<file path="config.mk">
export PLATFORM = sky130hd
export DESIGN_NAME = teq_cell
export DESIGN_NICKNAME = d
export VERILOG_FILES = /design/src/rtl/teq_pkg.sv /design/src/rtl/teq_cell.sv
export SDC_FILE = /design/constraint.sdc
export NUM_CORES = 1
export LEC_CHECK = 0
export ABC_AREA = 1
export BUFFER_PORTS_ARGS = -buffer_cell sky130_fd_sc_hd__buf_2
export CORE_AREA = 2 2 104 106
export DETAILED_ROUTE_END_ITERATION = 16
export DIE_AREA = 0 0 106 108
export PLACE_DENSITY = 0.76
export SYNTH_ARGS = -nofsm -noshare
export SYNTH_HDL_FRONTEND = slang
export SYNTH_SLANG_ARGS = --single-unit
</file>
<file path="constraint.sdc">
create_clock -name clk_i -period 1.7 [get_ports clk_i]
set_clock_uncertainty 0.15 [all_clocks]
set_input_delay 0.17 -clock clk_i [delete_from_list [all_inputs] [get_ports clk_i]]
set_output_delay 0.17 -clock clk_i [all_outputs]
set_load 0.1 [all_outputs]
</file>
<file path="src/rtl/teq_pkg.sv">
// ----------------------------------------------------------------------------
// teq_pkg
// Shared types and constants for the time-ordered event queue.
// ----------------------------------------------------------------------------
package teq_pkg;

  localparam int DefQueueDepth  = 64;
  localparam int DefTimeBits    = 31;
  localparam int DefPayloadBits = 32;

  localparam int FuncW   = 2;
  localparam int StatusW = 2;
  localparam int OccW    = 7;

  typedef enum logic [FuncW-1:0] {
    FUNC_ORD_INSERT  = 2'd0,
    FUNC_HEAD_INSERT = 2'd1,
    FUNC_POP         = 2'd2,
    FUNC_NOP         = 2'd3
  } func_e;

  typedef enum logic [StatusW-1:0] {
    STATUS_OK    = 2'd0,
    STATUS_FULL  = 2'd1,
    STATUS_EMPTY = 2'd2
  } status_e;

  // controls fanned out to every cell
  typedef struct packed {
    logic cmp_en;    // compare phase: cells latch their placement flag
    logic ins_en;    // apply phase: insert the new word
    logic pop_en;    // apply phase: shift towards the head
    logic head_ins;  // unconditional insert at the front
  } teq_ctl_t;

endpackage

</file>
<file path="src/rtl/teq_cell.sv">
// ----------------------------------------------------------------------------
// teq_cell
// One slot of the event list: holds an entry, decides whether the new
// event lands here and shifts data to or from its neighbours.
// ----------------------------------------------------------------------------
module teq_cell
  import teq_pkg::*;
#(
  parameter int Idx         = 0,
  parameter int TimeBits    = DefTimeBits,
  parameter int PayloadBits = DefPayloadBits,
  parameter int CntW        = 7
) (
  input  logic                   clk_i,
  input  logic                   rst_ni,
  input  teq_ctl_t               ctl_i,
  input  logic [CntW-1:0]        count_i,
  input  logic [TimeBits-1:0]    new_time_i,
  input  logic [PayloadBits-1:0] new_payload_i,
  input  logic [TimeBits-1:0]    left_time_i,
  input  logic [PayloadBits-1:0] left_payload_i,
  input  logic [TimeBits-1:0]    right_time_i,
  input  logic [PayloadBits-1:0] right_payload_i,
  input  logic                   hit_left_i,
  output logic                   hit_o,
  output logic [TimeBits-1:0]    time_o,
  output logic [PayloadBits-1:0] payload_o
);

  logic [TimeBits-1:0]    time_q, time_d;
  logic [PayloadBits-1:0] payload_q, payload_d;
  logic                   sel_q, sel_d;
  logic                   flag;

  // head slot compares strictly below, the rest stop at the first >= entry
  always_comb begin
    if (Idx == 0) begin
      flag = ctl_i.head_ins || (new_time_i < time_q);
    end else begin
      flag = (time_q >= new_time_i);
    end
  end

  always_comb begin
    sel_d = sel_q;
    if (ctl_i.cmp_en) begin
      sel_d = (count_i == CntW'(Idx)) || ((CntW'(Idx) < count_i) && flag);
    end
  end

  // insertion point lies at or left of this slot
  assign hit_o = hit_left_i | sel_q;

  always_comb begin
    time_d    = time_q;
    payload_d = payload_q;
    if (ctl_i.ins_en) begin
      if (hit_left_i) begin
        time_d    = left_time_i;
        payload_d = left_payload_i;
      end else if (sel_q) begin
        time_d    = new_time_i;
        payload_d = new_payload_i;
      end
    end else if (ctl_i.pop_en) begin
      time_d    = right_time_i;
      payload_d = right_payload_i;
    end
  end

  always_ff @(posedge clk_i or negedge rst_ni) begin
    if (!rst_ni) begin
      sel_q <= 1'b0;
    end else begin
      sel_q <= sel_d;
    end
  end

  always_ff @(posedge clk_i) begin
    time_q    <= time_d;
    payload_q <= payload_d;
  end

  assign time_o    = time_q;
  assign payload_o = payload_q;

endmodule

</file>
==> results.tsv <==
metric	value	unit
final hold vios	0	
outcome	finished clean	
non-filler instance count after layout	894	
placed insts	873	
Critical Path RT	1.56	ns
antenna violations before repair	1	
relative slew slack	57.0	%
Hold WC Path Type	input port to register	
power per cell area	974	nW/um^2
Worst VDD drop	0.459	mV
fraction of layout cells with a size suffix above 1	39.2	%
core area	10200	um^2
H-tree depth	3	
Routability Congestion	0.902	
DRC Markers	0	
Cell Area, Synth	4060	um^2
worst hold margin	0.0319	ns
Final nets	986	
worst setup path start	sel_q	
router iterations before antenna repair	5	
Leak Pwr	0.00297	uW
number of core rows	37	
CTS Buffer Depth	2	
HP Start	new_payload_i[5]	
clock slew at the register clock pins of the worst setup and hold paths	0.07	ns
Seq/Total Area, Yosys	47.3	%
type of origin of the critical path	register	
#FFs+latches synth	64	
Yosys cell types	21	
crit path kind	register to register	
synth-to-layout area growth	42.6	%
crit path DAT	1.49	ns
die height	108	um
Slew Viols, Final	0	
share of the synthesized area in the top cell type	46.7	%
commonest non-fill, non-tap cell in the layout	buf_2	
final instance area	5780	um^2
WL/cell	13.5	um
Critical Path Sink Type	register	
Tcrit/Tclk final	96.0	%
max-cap viol count	0	
clock root cell	clkbuf_8	
placed cell areas	5470	um^2
YS warnings	0	
I/O Pins	267	
TritonCTS clock tree	done	
first-pass GRT wire length	18600	um
Post-Syn Instances	494	
die width	106	um
number of fill cells	960	
largest net degree at the start of global routing	127	
Post-Syn Area per Cell	8.21	um^2
worst-path maximum fanout	63	
r2r startpoint	sel_q	
WL final	12100	um
DR iter-0 viols	322	
Slew @ Worst Pin	0.646	ns
vias in the first global route	4073	
I/O Buffers	266	
Synth area leaders	edfxtp_1 47%, nand2_1 16%, a31oi_1 9.7%	
syn_nets	727	
DR vias	4327	
insertion delay to the later sink of the worst-skew pair	0.33	ns
total power	5630	uW
Starting Density	39.6	%
GR Overflow Total	0	
most frequent cells in the layout	264 x buf_2, 166 x nand2_1, 70 x nor2_1	
crit path time final	1.63	ns
Util after Layout	56.5	%
FMAX	0.613	GHz
via/cell ratio	4.84	
GR Util All Layers	20.4	%
CTS buffer count	9	
CTS Sinks	64	
die area	11400	um^2
dpl hpwl	9180	um
antenna-violating nets left	0	
final setup vio count	0	
leading area contributor after synthesis	edfxtp_1	
==> final timing paths <==
path,end,cells past startpoint,slack (ns)
worst max-delay path,time_o[12],2,0.07
worst min-delay path,payload_o[5],3,0.03
worst max register to register,time_o[12],2,0.07
worst min register to register,sel_q,2,0.38
max in group asynchronous,sel_q,3,0.74
min in group asynchronous,sel_q,3,0.56
==> kinds of logic after synthesis <==
logic type | share of synthesized area, %
and+or+nand+nor | 23.3
DFF | 47.3
AOI/OAI and AO/OA | 11.9
adders and majority gates | 9.26
buffers and inverters | 7.96
muxes | 0.370
==> worst max-delay path, stage by stage, from the launching register on <==
cell and delay (ns):
dfrtp_1 0.38, or2_4 0.25, mux2_8 0.47
==> registers in the layout, indices dropped and copies added, names as in the netlist <==
name,flops
sel_q,1
time_o,31
payload_o,32
==> layout make-up <==
cell class,instances,area [um^2],share of cell area [%]
diodes,1,2.50,0.0433
clock buffers,10,128,2.21
clock inverters,5,72.6,1.25
inverters,44,165,2.86
multi-input cells,359,1890,32.7
flip-flops and latches,64,1920,33.1
well taps,136,170,2.94
repair buffers,275,1440,24.8
==> power by group <==
| group | internal, uW | switching (uW) | leakage [uW] |
|---|---|---|---|
| clock network | 807 | 569 | 0.000101 |
| logic | 519 | 1730 | 0.00223 |
| registers | 1950 | 58.4 | 0.000639 |
==> metrics by stage <==
stage	setup WS, ns	setup TNS (ns)
after global routing	-0.0307	-0.0307
after detailed placement	0.0610	0
after global placement	0.0956	0
after CTS	0.0401	0
final	0.0681	0
after floorplan	-0.483	-0.483
==> what timing repair did <==
action / 4_1_cts / 5_1_grt
setup buffers: 0 / 2
resized for setup: 0 / 11
endpoints found under the setup margin: 0 / 1
hold buffers: 3 / 0
endpoints found under the hold margin: 2 / 0
==> cells in the mapped netlist (all sizes together) <==
library cell  count
nand3             2
or2               1
clkbuf            1
a21oi            13
nand4             1
o21ai             3
buf              26
nor2             73
o21a              1
nor4              1
dfrtp             1
edfxtp           63
a31oi            63
nand2           168
inv              44
mux2              1
ha               30
nor3              2
==> layer usage <==
| metal | vias to the layer above | part of all wire (%) | global-route usage, % | routed length (um) |
|---|---|---|---|---|
| li1 | 2181 | - | - | - |
| met1 | 1908 | 39 | 23.6 | 4760 |
| met2 | 211 | 50 | 35.8 | 6020 |
| met3 | 27 | 8.2 | 5.36 | 985 |
| met4 | 0 | 2.6 | 8.55 | 309 |
| met5 | - | 0 | 0 | 0 |
(Power assumes the default switching activity.)
